### src/rtl/idf_pkg.sv
// shared types and constants for the ipv4 df rewrite and checksum block
// no dependencies; imported by every module of the block
package idf_pkg;

    // store geometry
    localparam int STORE_DEPTH = 37;
    localparam int IDX_W       = 6;
    localparam int SUM_W       = 21;
    localparam int IHL_W       = 4;

    // word positions within the frame
    localparam logic [IDX_W-1:0] ETH_TYPE_IDX = 6'd6;
    localparam logic [IDX_W-1:0] IP_FIRST_IDX = 6'd7;
    localparam logic [IDX_W-1:0] FRAG_IDX     = 6'd10;
    localparam logic [IDX_W-1:0] PROTO_IDX    = 6'd11;
    localparam logic [IDX_W-1:0] CSUM_IDX     = 6'd12;

    // header values
    localparam logic [15:0]      IPV4_TYPE  = 16'h0800;
    localparam logic [15:0]      DF_WORD    = 16'h4000;
    localparam logic [3:0]       IP_VERSION = 4'd4;
    localparam logic [IHL_W-1:0] MIN_IHL    = 4'd5;
    localparam logic [7:0]       PROTO_TCP  = 8'd6;
    localparam logic [7:0]       PROTO_UDP  = 8'd17;

    // byte counts
    localparam logic [1:0] BYTES_ONE  = 2'd1;
    localparam logic [1:0] BYTES_FULL = 2'd2;

    typedef enum logic {
        FM_HOLD,
        FM_PASS
    } t_front_mode;

    typedef enum logic [1:0] {
        BS_IDLE,
        BS_FETCH,
        BS_LOAD
    } t_back_state;

    // command between front and back
    typedef struct packed {
        logic             is_flush;
        logic [15:0]      word;
        logic [IDX_W-1:0] count;
        logic [1:0]       nb;
        logic             last;
        logic             rewrite;
        logic [SUM_W-1:0] sum;
    } t_cmd;

    // header store write port
    typedef struct packed {
        logic             en;
        logic [IDX_W-1:0] addr;
        logic [15:0]      data;
    } t_mem_wr;

endpackage

### src/rtl/idf_front.sv
// front part: accepts frame words, holds header bookkeeping, classifies frames
// depends on idf_pkg; feeds idf_queue with commands and idf_back with store writes
module idf_front
    import idf_pkg::*;
(
    input  logic        i_clk,
    input  logic        i_rst_n,
    input  logic        i_in_valid,
    output logic        o_in_stall,
    input  logic [15:0] i_frame_word,
    input  logic [1:0]  i_word_bytes,
    input  logic        i_frame_end,
    input  logic        i_q_full,
    input  logic        i_flush_done,
    output logic        o_push,
    output t_cmd        o_cmd,
    output t_mem_wr     o_mem_wr
);

    t_front_mode      r_mode, n_mode;
    logic [IDX_W-1:0] r_idx, n_idx;
    logic [IHL_W-1:0] r_hdr, n_hdr;
    logic             r_qual, n_qual;
    logic             r_proto_ok, n_proto_ok;
    logic [SUM_W-1:0] r_sum, n_sum;
    logic             r_busy, n_busy;

    logic             accept;
    logic [1:0]       nb;
    logic             nb_one;
    logic             ver_ok;
    logic [IHL_W-1:0] ihl;
    logic [IHL_W-1:0] hdr_eff;
    logic             qual_eff;
    logic [IDX_W-1:0] last_idx;
    logic [15:0]      add;
    logic [SUM_W-1:0] sum_next;
    logic             final_hdr;
    logic             flush;

    // hold mode waits for the back part to drain the store
    assign o_in_stall = i_q_full || (r_mode == FM_HOLD && r_busy);
    assign accept     = i_in_valid && !o_in_stall;

    assign nb_one   = (i_word_bytes == BYTES_ONE);
    assign nb       = nb_one ? BYTES_ONE : BYTES_FULL;
    assign ihl      = i_frame_word[11:8];
    assign ver_ok   = (i_frame_word[15:12] == IP_VERSION) && (ihl >= MIN_IHL);
    assign hdr_eff  = (r_idx == IP_FIRST_IDX) ? ihl : r_hdr;
    assign qual_eff = (r_idx == IP_FIRST_IDX) ? ver_ok : r_qual;
    assign last_idx = ETH_TYPE_IDX + {1'b0, hdr_eff, 1'b0};

    // running header sum with fragment word forced and checksum zeroed
    always_comb begin
        if (r_idx == FRAG_IDX) begin
            add = DF_WORD;
        end else if (r_idx == CSUM_IDX) begin
            add = 16'h0000;
        end else begin
            add = i_frame_word;
        end
    end
    assign sum_next = r_sum + SUM_W'(add);

    assign final_hdr = qual_eff && (r_idx >= IP_FIRST_IDX) && (r_idx == last_idx);

    assign flush = nb_one
                || (r_idx == ETH_TYPE_IDX && i_frame_word != IPV4_TYPE)
                || (r_idx == IP_FIRST_IDX && !ver_ok)
                || final_hdr
                || i_frame_end;

    // store write for every held word
    always_comb begin
        o_mem_wr.en   = accept && (r_mode == FM_HOLD);
        o_mem_wr.addr = r_idx;
        o_mem_wr.data = i_frame_word;
    end

    // next state and command
    always_comb begin
        n_mode     = r_mode;
        n_idx      = r_idx;
        n_hdr      = r_hdr;
        n_qual     = r_qual;
        n_proto_ok = r_proto_ok;
        n_sum      = r_sum;
        n_busy     = r_busy && !i_flush_done;
        o_push     = 1'b0;

        o_cmd.is_flush = 1'b0;
        o_cmd.word     = i_frame_word;
        o_cmd.count    = r_idx + 6'd1;
        o_cmd.nb       = nb;
        o_cmd.last     = i_frame_end;
        o_cmd.rewrite  = !nb_one && final_hdr && r_proto_ok;
        o_cmd.sum      = sum_next;

        if (accept) begin
            if (r_mode == FM_PASS) begin
                o_push = 1'b1;
                if (i_frame_end) begin
                    n_mode = FM_HOLD;
                end
            end else begin
                n_idx = r_idx + 6'd1;
                if (r_idx == IP_FIRST_IDX) begin
                    n_hdr  = ihl;
                    n_qual = ver_ok;
                end
                if (r_idx == PROTO_IDX) begin
                    n_proto_ok = (i_frame_word[7:0] == PROTO_TCP)
                              || (i_frame_word[7:0] == PROTO_UDP);
                end
                if (qual_eff && r_idx >= IP_FIRST_IDX) begin
                    n_sum = sum_next;
                end
                if (flush) begin
                    o_push         = 1'b1;
                    o_cmd.is_flush = 1'b1;
                    n_busy         = 1'b1;
                    n_idx          = '0;
                    n_hdr          = '0;
                    n_qual         = 1'b0;
                    n_proto_ok     = 1'b0;
                    n_sum          = '0;
                    n_mode         = i_frame_end ? FM_HOLD : FM_PASS;
                end
            end
        end
    end

    // state registers
    always_ff @(posedge i_clk) begin
        if (!i_rst_n) begin
            r_mode     <= FM_HOLD;
            r_idx      <= '0;
            r_hdr      <= '0;
            r_qual     <= 1'b0;
            r_proto_ok <= 1'b0;
            r_sum      <= '0;
            r_busy     <= 1'b0;
        end else begin
            r_mode     <= n_mode;
            r_idx      <= n_idx;
            r_hdr      <= n_hdr;
            r_qual     <= n_qual;
            r_proto_ok <= n_proto_ok;
            r_sum      <= n_sum;
            r_busy     <= n_busy;
        end
    end

endmodule

### src/rtl/idf_queue.sv
// two-entry command queue between front and back parts
// depends on idf_pkg for the command type
module idf_queue
    import idf_pkg::*;
(
    input  logic i_clk,
    input  logic i_rst_n,
    input  logic i_push,
    input  t_cmd i_cmd,
    input  logic i_pop,
    output t_cmd o_head,
    output logic o_empty,
    output logic o_full
);

    t_cmd       r_slot [2];
    logic       r_wr_ptr, n_wr_ptr;
    logic       r_rd_ptr, n_rd_ptr;
    logic [1:0] r_count, n_count;

    assign o_head  = r_slot[r_rd_ptr];
    assign o_empty = (r_count == 2'd0);
    assign o_full  = (r_count == 2'd2);

    // pointer and fill bookkeeping
    always_comb begin
        n_wr_ptr = i_push ? !r_wr_ptr : r_wr_ptr;
        n_rd_ptr = i_pop ? !r_rd_ptr : r_rd_ptr;
        n_count  = r_count + {1'b0, i_push} - {1'b0, i_pop};
    end

    always_ff @(posedge i_clk) begin
        if (!i_rst_n) begin
            r_wr_ptr <= 1'b0;
            r_rd_ptr <= 1'b0;
            r_count  <= 2'd0;
        end else begin
            r_wr_ptr <= n_wr_ptr;
            r_rd_ptr <= n_rd_ptr;
            r_count  <= n_count;
        end
    end

    // payload slots
    always_ff @(posedge i_clk) begin
        if (i_push) begin
            r_slot[r_wr_ptr] <= i_cmd;
        end
    end

endmodule

### src/rtl/idf_back.sv
// back part: header store, flush sequencer and output register
// depends on idf_pkg; takes commands from idf_queue and store writes from idf_front
module idf_back
    import idf_pkg::*;
(
    input  logic        i_clk,
    input  logic        i_rst_n,
    input  t_mem_wr     i_mem_wr,
    input  t_cmd        i_head,
    input  logic        i_q_empty,
    output logic        o_pop,
    output logic        o_flush_done,
    output logic        o_out_valid,
    input  logic        i_out_stall,
    output logic [15:0] o_out_word,
    output logic [1:0]  o_out_bytes,
    output logic        o_out_end
);

    logic [15:0]      r_mem [STORE_DEPTH];
    logic [15:0]      r_rd_data;
    t_back_state      r_state, n_state;
    t_cmd             r_cmd, n_cmd;
    logic [IDX_W-1:0] r_k, n_k;
    logic [16:0]      r_fold, n_fold;
    logic             r_out_valid, n_out_valid;
    logic [15:0]      r_out_word, n_out_word;
    logic [1:0]       r_out_bytes, n_out_bytes;
    logic             r_out_end, n_out_end;

    logic             out_free;
    logic             is_last;
    logic [15:0]      csum;
    logic [15:0]      held_word;

    assign out_free = !r_out_valid || !i_out_stall;
    assign is_last  = (r_k == r_cmd.count - 6'd1);
    assign csum     = ~(r_fold[15:0] + 16'(r_fold[16]));

    // substitute the rewritten fragment and checksum words
    always_comb begin
        if (r_cmd.rewrite && r_k == FRAG_IDX) begin
            held_word = DF_WORD;
        end else if (r_cmd.rewrite && r_k == CSUM_IDX) begin
            held_word = csum;
        end else begin
            held_word = r_rd_data;
        end
    end

    // header store
    always_ff @(posedge i_clk) begin
        if (i_mem_wr.en) begin
            r_mem[i_mem_wr.addr] <= i_mem_wr.data;
        end
        r_rd_data <= r_mem[r_k];
    end

    // sequencer and output register next values
    always_comb begin
        n_state      = r_state;
        n_cmd        = r_cmd;
        n_k          = r_k;
        n_fold       = r_fold;
        n_out_valid  = r_out_valid && i_out_stall;
        n_out_word   = r_out_word;
        n_out_bytes  = r_out_bytes;
        n_out_end    = r_out_end;
        o_pop        = 1'b0;
        o_flush_done = 1'b0;

        case (r_state)
            BS_IDLE: begin
                if (!i_q_empty) begin
                    if (i_head.is_flush) begin
                        o_pop   = 1'b1;
                        n_cmd   = i_head;
                        n_k     = '0;
                        n_fold  = 17'(i_head.sum[15:0]) + 17'(i_head.sum[SUM_W-1:16]);
                        n_state = BS_FETCH;
                    end else if (out_free) begin
                        o_pop       = 1'b1;
                        n_out_valid = 1'b1;
                        n_out_word  = i_head.word;
                        n_out_bytes = i_head.nb;
                        n_out_end   = i_head.last;
                    end
                end
            end
            BS_FETCH: begin
                n_state = BS_LOAD;
            end
            BS_LOAD: begin
                if (out_free) begin
                    n_out_valid = 1'b1;
                    n_out_word  = held_word;
                    n_out_bytes = is_last ? r_cmd.nb : BYTES_FULL;
                    n_out_end   = is_last ? r_cmd.last : 1'b0;
                    if (is_last) begin
                        o_flush_done = 1'b1;
                        n_state      = BS_IDLE;
                    end else begin
                        n_k     = r_k + 6'd1;
                        n_state = BS_FETCH;
                    end
                end
            end
            default: begin
                n_state = BS_IDLE;
            end
        endcase
    end

    // control registers
    always_ff @(posedge i_clk) begin
        if (!i_rst_n) begin
            r_state     <= BS_IDLE;
            r_k         <= '0;
            r_out_valid <= 1'b0;
        end else begin
            r_state     <= n_state;
            r_k         <= n_k;
            r_out_valid <= n_out_valid;
        end
    end

    // payload registers
    always_ff @(posedge i_clk) begin
        r_cmd       <= n_cmd;
        r_fold      <= n_fold;
        r_out_word  <= n_out_word;
        r_out_bytes <= n_out_bytes;
        r_out_end   <= n_out_end;
    end

    assign o_out_valid = r_out_valid;
    assign o_out_word  = r_out_word;
    assign o_out_bytes = r_out_bytes;
    assign o_out_end   = r_out_end;

endmodule

### src/rtl/ipv4_df_rewrite_checksum.sv
// ipv4 df rewrite with header checksum regeneration, top level
// header words are taken one per cycle and pass-through words one per cycle, while o_in_stall is low
// a held header drains word by word (store read in the fetch state, then output register in the
// load state), and new header words wait until the drain finishes
// the first output of a closed header passes the command queue, the fetch and load states and the output register
// reset: synchronous, active low; clears control state, header store is not cleared
module ipv4_df_rewrite_checksum
    import idf_pkg::*;
(
    input  logic        i_clk,
    input  logic        i_rst_n,
    input  logic        i_in_valid,
    output logic        o_in_stall,
    input  logic [15:0] i_frame_word,
    input  logic [1:0]  i_word_bytes,
    input  logic        i_frame_end,
    output logic        o_out_valid,
    input  logic        i_out_stall,
    output logic [15:0] o_out_word,
    output logic [1:0]  o_out_bytes,
    output logic        o_out_end
);

    logic    q_full;
    logic    q_empty;
    logic    push;
    logic    pop;
    logic    flush_done;
    t_cmd    cmd;
    t_cmd    head;
    t_mem_wr mem_wr;

    // classification and header bookkeeping
    idf_front u_front (
        .i_clk        (i_clk),
        .i_rst_n      (i_rst_n),
        .i_in_valid   (i_in_valid),
        .o_in_stall   (o_in_stall),
        .i_frame_word (i_frame_word),
        .i_word_bytes (i_word_bytes),
        .i_frame_end  (i_frame_end),
        .i_q_full     (q_full),
        .i_flush_done (flush_done),
        .o_push       (push),
        .o_cmd        (cmd),
        .o_mem_wr     (mem_wr)
    );

    // command queue
    idf_queue u_queue (
        .i_clk   (i_clk),
        .i_rst_n (i_rst_n),
        .i_push  (push),
        .i_cmd   (cmd),
        .i_pop   (pop),
        .o_head  (head),
        .o_empty (q_empty),
        .o_full  (q_full)
    );

    // store, flush sequencing and output
    idf_back u_back (
        .i_clk        (i_clk),
        .i_rst_n      (i_rst_n),
        .i_mem_wr     (mem_wr),
        .i_head       (head),
        .i_q_empty    (q_empty),
        .o_pop        (pop),
        .o_flush_done (flush_done),
        .o_out_valid  (o_out_valid),
        .i_out_stall  (i_out_stall),
        .o_out_word   (o_out_word),
        .o_out_bytes  (o_out_bytes),
        .o_out_end    (o_out_end)
    );

endmodule

### config.mk
export PLATFORM = sky130hd
export DESIGN_NAME = ipv4_df_rewrite_checksum
export DESIGN_NICKNAME = d
export VERILOG_FILES = /design/src/rtl/idf_pkg.sv /design/src/rtl/idf_front.sv /design/src/rtl/idf_queue.sv /design/src/rtl/idf_back.sv /design/src/rtl/ipv4_df_rewrite_checksum.sv
export SDC_FILE = /design/constraint.sdc
export NUM_CORES = 1
export LEC_CHECK = 0
export BUFFER_PORTS_ARGS = -buffer_cell sky130_fd_sc_hd__buf_4
export CORE_ASPECT_RATIO = 1.25
export CORE_MARGIN = 2
export CORE_UTILIZATION = 63
export CTS_BUF_LIST = sky130_fd_sc_hd__clkbuf_16
export DETAILED_ROUTE_END_ITERATION = 10
export GPL_ROUTABILITY_DRIVEN = 1
export PLACE_DENSITY_LB_ADDON = 0.05
export SLEW_MARGIN = 10
export SYNTH_ARGS = -nofsm -noshare
export SYNTH_HDL_FRONTEND = slang
export SYNTH_HIERARCHICAL = 1
export SYNTH_SLANG_ARGS = --single-unit
### constraint.sdc
create_clock -name i_clk -period 7.47 [get_ports i_clk]
set_input_delay 0.3735 -clock i_clk [delete_from_list [all_inputs] [get_ports i_clk]]
set_output_delay 0.3735 -clock i_clk [all_outputs]
set_load 0.02 [all_outputs]
==> flow_summary_export.csv, run 1 <==
group,metric,value,unit
outcome,status,"finished clean",
floorplan,ios,44,
floorplan,die_area,0.0545,mm²
synthesis,yosysTopAreaCellShare,66.5,%
synthesis,synthFlopType,"edfxtp_1",
critical_path,max_stage_delay,0.67,ns
sta,tightest_slew,1.11,ns
cts,clockBufferDepth,3,
cts,cts-root-buf,"clkbuf_16",
global_route,gr-max-usage-layer,"met2",
sta,slew_headroom,26.1,%
drt,via_per_inst,6.53,
synthesis,yosysSeqAreaShare,70.4,%
critical_path,crit_fanout,12,
global_route,grt_overflow,0,
synthesis,syn_inst,1931,
critical_path,endpoint_kind,"register",
cts,cts_tree,"built",
cts,numCtsBuffers,76,
cts,cts_resized,0,
placed_design,gp_congestion,0.908,
floorplan,die_w,209,µm
floorplan,die_h,261,µm
cts,cts_setup_buffers,0,
drt,drt_iter0_drc,1757,
synthesis,synth_edf_count,734,
final_layout,nNetsFinal,2050,
critical_path,arrival,4.87,ns
global_route,grt_pass1_wl,114000,µm
sta,slew_violations,0,
floorplan,fp-row-count,94,
final_layout,regArea,0.0234,mm²
pwr,total_leakage_power,11.9,nW
final_layout,layout_commonest_cell,"edfxtp_1",
synthesis,ys_ff_latch,799,
cts,htreeDepth,3,
critical_path,crit_path_start_kind,"register",
critical_path,worst_path_max_delay_cell,"nor3_2",
synthesis,synthTopCellsByArea,"edfxtp_1, mux4_2, dfxtp_1",
drt,ant_nets,0,
final_layout,layout_common_cells,"edfxtp_1, mux4_2, buf_4",
global_route,grt_max_degree,57,
sta,timing.final.crit_period,4.31,ns
global_route,grt_pass1_vias,17600,
sta,finalHoldViolations,0,
drt,dr.pass1.iters,6,
floorplan,core,0.0523,mm²
final_layout,diodes,0,
synthesis,synth_area_leader_cell,"edfxtp_1",
global_route,met3_usage,4.12,%
synthesis,synth.cell_area,0.0332,mm²
final_layout,multiInputGateArea,0.00900,mm²
synthesis,synthArstFlopShare,0,%
sta,period_share,57.7,%
floorplan,start_util,63.4,%
global_route,grt_use_total,28.9,%
sta,fmax,0.232,GHz
cts,clock-sinks,799,
placed_design,placed_cell_area,0.0341,mm²
synthesis,yosysUniqueCellTypes,84,
synthesis,synthesis.nets,1989,
cts,postCtsHoldBufs,1,
cts,clk_pin_slew,0.06,ns
drt,routedWlPerCell,28.4,µm
global_route,antenna_found_initial,2,
critical_path,crit_required,8.02,ns
sta,skew,0.0233,ns
final_layout,synthToLayoutAreaGrowth,10.0,%
sta,setup_viol,0,
final_layout,drive_gt1_share,20.8,%
pwr,power_density,267,mW/mm²
drt,dr_total_vias,17800,
sta,setup_tns,0,ns
placed_design,portBuffers,43,
global_route,grtUsageMet1,38.5,%
drt,drc_errors,0,
final_layout,design_area,0.0365,mm²
job,drv_cap,0,
sta,rsz0062_at_grt,"false",
pwr,vdd_drop_max,0.000211,V
critical_path,path_class,"register to register",
synthesis,synth_warnings,6,
global_route,met2_usage,49.6,%
hold_path,worstHoldPathType,"input pin to register",
placed_design,dp_hpwl,47800,µm
critical_path,crit_chain,"ha_1, mux2i_1, nor3_2, nor2b_1, ha_1, fa_1, a21oi_1, o21ai_0, o2111ai_1, a21oi_1, a2111oi_0, a311o_1, a22o_1",
cts,clk_latency,0.62,ns
synthesis,syn_area_per_cell,17.2,µm²
drt,drt_wl_total,77400,µm
final_layout,n_fill_cell,3372,
## path summary, 6_finish.rpt
kind                     start                  to  slack (ns)  cells past startpoint
max           u_front/r_idx[1]   u_front/r_sum[14]        3.16                     13
min                i_out_stall  u_back/o_out_valid        0.16                      3
max reg2reg   u_front/r_idx[1]   u_front/r_sum[14]        3.16                     13
min reg2reg  u_front/r_sum[20]   u_front/r_sum[20]        0.49                      1
## stage by stage
step / hold slack, ns / setup slack (ns) / cells / total power [mW] / util, %
final: 0.155 / 3.16 / 2725 / 9.76 / 69.7
after CTS: 0.135 / 3.21 / 2725 / 9.82 / 69.7
after floorplan: 0.440 / 2.00 / 1931 / 5.89 / -
after global routing: 0.152 / 2.80 / 2725 / 10.1 / 69.7
after detailed placement: 0.474 / 3.22 / 2585 / 6.21 / 65.2
after global placement: 0.466 / 3.30 / 2585 / 6.19 / 65.2
## flip-flops by register name, summed over array words and instances (netlist names), 2 cells and up, named ones only
signal	cells
u_back/r_k	6
u_queue/r_slot	96
u_back/o_out_bytes	2
u_back/o_out_word	16
u_back/r_cmd	10
u_front/r_idx	6
u_queue/r_count	2
u_back/r_rd_data	16
u_back/r_fold	17
u_back/r_mem	592
u_front/r_hdr	4
u_front/r_sum	21
u_back/r_state	2
## cells by family (layout without fill, tap and decap cells)
family	count (synthesis)	in the layout	share of synthesized area, %
and+or+nand+nor	338	338	5.07
AOI/OAI and AO/OA	283	283	6.04
xor gates and xnor gates	63	63	1.77
muxes	259	259	12.8
DFF	799	799	70.4
buffers and inverters	154	276	2.53
adders and majority gates	35	35	1.37
## synthesized netlist by cell type (all sizes together) (20+ instances only)
master	count
a21oi	60
a22o	42
a22oi	20
a31oi	26
buf	84
clkbuf	40
dfxtp	65
edfxtp	734
ha	33
inv	28
mux2	70
mux2i	69
mux4	120
nand2	87
nand3	29
nor2	88
nor2b	29
o21ai	46
xnor2	37
xor2	24
## critical path: cells and delay by family (launching register included)
kind                     cells  cell delay, ns
AO/OA/AOI/OAI                7            1.74
multiplexers                 1            0.11
AND/OR/NAND/NOR              2            0.80
flip-flops                   1            0.58
adder cells (fa/ha/maj)      3            1.01
## power by group
| group | internal, mW | switching [mW] |
|---|---|---|
| Sequential | 5.09 | 0.100 |
| Combinational | 0.366 | 0.560 |
| Clock | 2.05 | 1.60 |
| Total | 7.50 | 2.26 |
## routing by layer
layer,vias to the layer above,part of all wire (%)
met1,9139,38
met4,0,2.8
met3,111,7.2
li1,7738,-
met2,802,52
met5,-,0
## layout make-up
class	count	share of cell area, %
clock inverter	59	1.02
multi-input combinational	978	24.7
tap	672	2.30
sequential	799	64.0
clock buffer	80	5.49
timing repair buffer	107	2.21
inverter	30	0.309
No activity file was read; power rests on OpenSTA's default activity.
==> run 2: changes to the inputs <==
--- a/config.mk
+++ b/config.mk
@@ -5,6 +5,7 @@
 export SDC_FILE = /design/constraint.sdc
 export NUM_CORES = 1
 export LEC_CHECK = 0
+export ABC_AREA = 1
 export BUFFER_PORTS_ARGS = -buffer_cell sky130_fd_sc_hd__buf_4
 export CORE_ASPECT_RATIO = 1.25
 export CORE_MARGIN = 2
==> constraint.sdc (replaced) <==
create_clock -name i_clk -period 4.5 [get_ports i_clk]
set_input_delay 0.225 -clock i_clk [delete_from_list [all_inputs] [get_ports i_clk]]
set_output_delay 0.225 -clock i_clk [all_outputs]
set_load 0.02 [all_outputs]
==> run 2 against run 1 <==
Compared with the run above: routed wire length rose by 16%; flip-flop and latch count is the same; synthesized area increased by 5.4%; clock-buffer cell count down 2; synthesized cell count grew 62%; fmax rose by 15%; power is 82% higher; via count increased by 31%; setup slack got worse by 2.4 ns; core utilization about the same.
==> flow_summary_export.csv, run 2 <==
group,metric,value,unit
floorplan,fp-row-count,96,
synthesis,yosysUniqueCellTypes,52,
synthesis,yosysTopAreaCellShare,63.1,%
outcome,status,"finished clean",
floorplan,start_util,63.7,%
global_route,grt_max_degree,176,
synthesis,synth_xor_area_share,0.952,%
sta,fmax,0.268,GHz
sta,finalHoldViolations,0,
critical_path,crit_top_cell,"nand2_1",
drt,drt_iter0_drc,2400,
critical_path,max_stage_delay,0.61,ns
global_route,grt_overflow,0,
synthesis,yosys.area_share.adder,1.30,%
critical_path,path_class,"register to register",
drt,ant_nets,0,
synthesis,synth_edf_count,734,
synthesis,synthFlopType,"edfxtp_1",
cts,clk_pin_slew,0.06,ns
critical_path,crit_chain,"ha_1, nand4_1, inv_1, nor3_1, ha_1, fa_1, nand2_1, nand3_1, nand3_1, nand2_1, a21boi_0, o21ai_0, or2_2, nand2_1, inv_1",
synthesis,synth_area_leader_cell,"edfxtp_1",
placed_design,dp_hpwl,54700,µm
critical_path,worst_path_max_delay_cell,"dfxtp_1",
hold_path,min_to,"u_queue/r_slot[0][24]",
synthesis,yosysMostFrequentCell,"edfxtp_1",
critical_path,r2r_start,"u_front/r_idx[1]",
synthesis,synthArstFlopShare,0,%
critical_path,crit_fanout,13,
synthesis,synthesis.nets,3186,
global_route,antenna_found_initial,0,
critical_path,endpoint_kind,"register",
global_route,grt_use_total,31.5,%
drt,drc_errors,0,
synthesis,synth.cell_area,0.0350,mm²
critical_path,crit_path_start_kind,"register",
sta,setup_viol,0,
floorplan,die_w,215,µm
critical_path,reg2reg_slack,0.76,ns
sta,skew,0.0261,ns
sta,holdWs,0.0479,ns
synthesis,synth_mux_area_share,1.76,%
synthesis,synth-simple-area-share,16.5,%
drt,routedWlPerCell,22.8,µm
synthesis,ys_ff_latch,799,
cts,cts-root-buf,"clkbuf_16",
floorplan,core,0.0549,mm²
drt,via_per_inst,5.91,
cts,clock-sinks,799,
job,drv_cap,0,
synthesis,synth_top_family_by_area,"simple AND/OR/NAND/NOR gates",
synthesis,synth_warnings,6,
placed_design,gp_congestion,0.872,
synthesis,synth_compound_area_share,7.45,%
final_layout,layout_common_cells,"edfxtp_1, nor2_1, nand2_1",
sta,slew_headroom,37.8,%
final_layout,nNetsFinal,3206,
cts,htreeDepth,3,
floorplan,die_area,0.0574,mm²
sta,rsz0062_at_grt,"false",
sta,period_share,83.0,%
final_layout,diodes,0,
sta,timing.final.crit_period,3.74,ns
critical_path,crit_required,4.88,ns
final_layout,drive_gt1_share,11.3,%
critical_path,r2r_cells,15,
final_layout,largest-register,"u_back/r_mem",
sta,setup_tns,0,ns
pwr,total_leakage_power,14.0,nW
hold_path,worstHoldPathType,"input pin to register",
synthesis,syn_inst,3128,
cts,cts_tree,"built",
pwr,vdd_drop_max,0.000491,V
critical_path,r2r_end,"u_queue/r_slot[1][14]",
hold_path,hold_path_depth,4,
critical_path,arrival,4.11,ns
sta,slew_violations,0,
final_layout,layout_commonest_cell,"edfxtp_1",
global_route,grt_pass1_vias,22700,
placed_design,dp_slack,0.850,ns
placed_design,portBuffers,43,
cts,numCtsBuffers,76,
cts,cts_setup_buffers,0,
global_route,grt_pass1_wl,135000,µm
cts,clockBufferDepth,3,
sta,tightest_slew,0.934,ns
synthesis,yosysSeqAreaShare,66.8,%
floorplan,die_h,267,µm
pwr,power_density,463,mW/mm²
drt,dr.pass1.iters,5,
final_layout,synthToLayoutAreaGrowth,9.50,%
drt,drt_wl_total,90000,µm
floorplan,ios,44,
drt,dr_total_vias,23300,
cts,clk_latency,0.63,ns
hold_path,worstHoldStart,"i_word_bytes[0]",
final_layout,largest_register_ffs,592,
sta,worst_slack,0.765,ns
synthesis,syn_area_per_cell,11.2,µm²
synthesis,synthTopCellsByArea,"edfxtp_1, nor2_1, nand2_1",
synthesis,synth_common_cells,"edfxtp_1, nor2_1, nand2_1",
final_layout,reg.largest.list,"u_back/r_mem (592), u_queue/r_slot (96), u_front/r_sum (21)",
[run 2: changes by cell type in the layout (fill, tap and decap cells not counted), moves of 43 or more]
cell and delta:
o21ai_1 +109, inv_1 +121, o211ai_1 +43, nor2_1 +538, nand2_1 +391, mux2i_1 -69
mux4_2 -120, o21ai_0 +155, nand3_1 +137
[run 2: repair_timing]
item	CTS	global route
endpoints found under the hold margin	15	0
hold buffers	6	0
endpoints found under the setup margin	0	0
gates resized for setup	0	0
[run 2: cell families (layout without fill, tap and decap cells)]
kind of cell / count (synthesis) / in the layout
simple gates: 1389 / 1389
buf+inv: 349 / 428
fa+ha+maj: 35 / 35
flops: 799 / 799
mux: 48 / 48
compound gates: 470 / 470
xor+xnor: 38 / 38
[run 2: worst max-delay path by stage]
stage	startpoint	end	slack (ns)	depth (start not counted)
2_1_floorplan	u_front/r_idx[1]	u_queue/r_slot[0][0]	0.46	20
3_3_place_gp	u_front/r_idx[1]	u_queue/r_slot[0][43]	0.82	21
3_5_place_dp	u_front/r_idx[1]	u_queue/r_slot[0][14]	0.85	15
4_1_cts	u_front/r_idx[1]	u_queue/r_slot[0][36]	0.84	21
5_1_grt	u_front/r_idx[0]	u_front/r_sum[15]	0.46	16
6_report	u_front/r_idx[1]	u_queue/r_slot[1][14]	0.76	15
[run 2: area by class of cell]
type	count	area, µm²
clock inverter	59	663
fill	3995	16600
timing repair buffer	121	961
sequential	799	23400
clock buffer	78	1950
multi-input combinational	1980	9780
inverter	170	647
tap	735	920
[run 2: through the flow]
| step | utilization (%) | instances | power, mW | area (µm²) |
|---|---|---|---|---|
| 2_1_floorplan | - | 3128 | 10.4 | 35000 |
| 3_3_place_gp | 64.9 | 3799 | 11.1 | 35600 |
| 3_5_place_dp | 64.9 | 3799 | 11.1 | 35600 |
| 4_1_cts | 69.7 | 3942 | 17.8 | 38300 |
| 5_1_grt | 69.7 | 3942 | 18.3 | 38300 |
| 6_report | 69.7 | 3942 | 17.7 | 38300 |
[run 2: report_power, final]
part / switching [mW] / internal [mW] / total [mW]
Clock: 2.74 / 3.97 / 6.70
Combinational: 1.45 / 0.757 / 2.20
Sequential: 0.244 / 8.58 / 8.83
[run 2: critical path, delay by kind of cell, from the launching register on]
family | cells | cell delay (ns)
flops | 1 | 0.61
buf+inv | 2 | 0.40
fa+ha+maj | 3 | 0.96
compound gates | 2 | 0.48
simple gates | 8 | 1.05
[run 2: metal layers]
layer | vias up | share of wire, % | track usage (%)
li1 | 10800 | - | -
met1 | 11400 | 39 | 41.0
met5 | - | 0 | 0
met2 | 962 | 50 | 54.5
met3 | 131 | 6.9 | 3.80
met4 | 0 | 3.5 | 12.5
==> run 3: changes to the inputs <==
--- a/config.mk
+++ b/config.mk
@@ -9,7 +9,7 @@
 export BUFFER_PORTS_ARGS = -buffer_cell sky130_fd_sc_hd__buf_4
 export CORE_ASPECT_RATIO = 1.25
 export CORE_MARGIN = 2
-export CORE_UTILIZATION = 63
+export CORE_UTILIZATION = 57
 export CTS_BUF_LIST = sky130_fd_sc_hd__clkbuf_16
 export DETAILED_ROUTE_END_ITERATION = 10
 export GPL_ROUTABILITY_DRIVEN = 1
==> constraint.sdc (replaced) <==
create_clock -name i_clk -period 3.29 [get_ports i_clk]
set_input_delay 0.1645 -clock i_clk [delete_from_list [all_inputs] [get_ports i_clk]]
set_output_delay 0.1645 -clock i_clk [all_outputs]
set_load 0.02 [all_outputs]
==> run 3 against run 2 <==
Compared with the run above: sequential share of layout area decreased by 1.2 points; fmax increased by 22%; flip-flop and latch count unchanged; power increased by 37%; global-route usage decreased by 0.72 points.
==> flow_summary_export.csv, run 3 (synthesis results as in run 2) <==
group,metric,value,unit
outcome,status,"finished clean",
final_layout,nNetsFinal,3270,
critical_path,r2r_end,"u_queue/r_slot[0][12]",
placed_design,portBuffers,43,
final_layout,drive_gt1_share,13.8,%
cts,htreeDepth,3,
placed_design,dp_hpwl,59600,µm
sta,worst_slack,0.232,ns
final_layout,layout_commonest_cell,"edfxtp_1",
pwr,total_leakage_power,14.4,nW
pwr,vdd_drop_max,0.000576,V
global_route,grt_pass1_wl,143000,µm
critical_path,endpoint_kind,"register",
sta,setup_tns,0,ns
sta,skew,0.0181,ns
drt,via_per_inst,5.83,
cts,clk_latency,0.63,ns
job,drv_cap,0,
final_layout,largest-register,"u_back/r_mem",
sta,slew_violations,0,
critical_path,crit_path_start_kind,"register",
final_layout,largest_register_ffs,592,
global_route,met3_usage,3.64,%
global_route,grt_overflow,0,
critical_path,path_class,"register to register",
critical_path,reg2reg_slack,0.23,ns
global_route,grt_pass1_vias,23100,
sta,rsz0062_at_grt,"false",
placed_design,dp_slack,0.0206,ns
placed_design,placed_cell_area,0.0363,mm²
global_route,gr-max-usage-layer,"met2",
drt,dr_total_vias,23600,
critical_path,r2r_start,"u_front/r_idx[0]",
drt,routedWlPerCell,23.9,µm
sta,timing.final.crit_period,3.06,ns
sta,finalHoldViolations,0,
drt,dr.pass1.iters,7,
global_route,grtUsageMet1,39.3,%
drt,drc_errors,0,
final_layout,n_fill_cell,4745,
global_route,antenna_found_initial,2,
cts,clk_pin_slew,0.06,ns
floorplan,start_util,57.6,%
drt,drt_iter0_drc,2240,
cts,cts_tree,"built",
cts,clockBufferDepth,3,
floorplan,fp-row-count,101,
final_layout,synthToLayoutAreaGrowth,11.7,%
placed_design,gp_congestion,0.902,
drt,ant_nets,0,
drt,drt_wl_total,96600,µm
hold_path,worstHoldStart,"i_out_stall",
floorplan,die_area,0.0633,mm²
sta,fmax,0.327,GHz
final_layout,reg.largest.list,"u_back/r_mem (592), u_queue/r_slot (96), u_front/r_sum (21)",
pwr,p_total,24.2,mW
critical_path,crit_required,3.66,ns
pwr,power_density,621,mW/mm²
global_route,grt_use_total,30.8,%
critical_path,arrival,3.43,ns
floorplan,die_w,226,µm
sta,holdWs,0.0283,ns
critical_path,r2r_cells,18,
cts,clock-sinks,799,
sta,tightest_slew,0.866,ns
floorplan,die_h,281,µm
sta,slew_headroom,42.3,%
cts,cts-root-buf,"clkbuf_16",
hold_path,worstHoldPathType,"input pin to register",
final_layout,design_area,0.0390,mm²
global_route,met2_usage,52.4,%
hold_path,min_to,"u_back/o_out_valid",
sta,period_share,93.0,%
final_layout,layout_common_cells,"edfxtp_1, nor2_1, nand2_1",
critical_path,crit_fanout,12,
global_route,grt_max_degree,152,
floorplan,core,0.0607,mm²
cts,numCtsBuffers,78,
hold_path,hold_path_depth,5,
floorplan,ios,44,
sta,setup_viol,0,
run 3: changes by cell type in the layout (fill, tap and decap cells not counted), sizes merged:
cell and change:
dlygate4sd3 +4, inv +7, buf +56, clkinvlp +1, clkbuf +3, clkinv +1, bufinv -6, diode +1
run 3: final cells by class:
type | count | area [µm²] | share of cell area, %
antenna | 1 | 2.50 | 0.00641
clock buffer | 79 | 1980 | 5.06
clock inverter | 62 | 544 | 1.39
inverter | 170 | 653 | 1.67
multi-input combinational | 1980 | 9910 | 25.4
sequential | 799 | 23400 | 59.8
tap | 772 | 966 | 2.47
timing repair buffer | 183 | 1630 | 4.17
run 3: metrics by stage:
stage | cells | utilization, %
after floorplan | 3128 | -
after global placement | 3889 | 59.8
after detailed placement | 3889 | 59.8
after CTS | 4040 | 64.1
after global routing | 4045 | 64.4
final | 4046 | 64.4
run 3: timing repair:
| item | in CTS | in global routing |
|---|---|---|
| pin swaps | 0 | 4 |
| buffers inserted | 0 | 3 |
| cloned | 0 | 2 |
| resized for setup | 1 | 24 |
| setup endpoints to repair | 1 | 91 |
| hold buffers | 10 | 0 |
| hold endpoints to repair | 63 | 0 |
run 3: how the worst max path moves through the flow:
stage / from / to / slack (ns) / cells after the start
floorplan: u_front/r_idx[1] / u_queue/r_slot[1][0] / 0.006 / 20
global placement: u_front/r_idx[0] / u_front/r_sum[14] / -0.006 / 18
detailed placement: u_front/r_idx[0] / u_front/r_sum[14] / 0.02 / 18
CTS: u_front/r_idx[0] / u_queue/r_slot[0][12] / 0.07 / 18
global route: u_front/r_idx[0] / u_queue/r_slot[0][28] / 0.0001 / 22
finish: u_front/r_idx[0] / u_queue/r_slot[0][12] / 0.23 / 18
run 3: critical path, cell delays in order (launching register included):
cell and delay (ns):
dfxtp_4 0.39, inv_2 0.07, ha_1 0.21, nand4_1 0.18, inv_2 0.07, buf_6 0.15
nor3_1 0.24, fa_1 0.27, nand2_1 0.07, nand3_1 0.09, nand3_1 0.10, nand2_2 0.15
a21boi_2 0.08, buf_4 0.14, or2_2 0.28, nand2_1 0.07, nand2_1 0.04, nand2_1 0.11
inv_1 0.07
run 3: routing by layer:
metal / wire length, µm / share of wire, % / vias to the layer above
met4: 4740 / 4.9 / 0
met3: 5890 / 6.1 / 190
met2: 48200 / 50 / 862
met1: 37700 / 39 / 11600
li1: - / - / 11000
met5: 0 / 0 / -
run 3: power breakdown:
part           internal, mW  switching, mW
Combinational          1.15           2.17
Sequential             11.7          0.292
Clock                  5.04           3.84
Total                  17.9           6.30
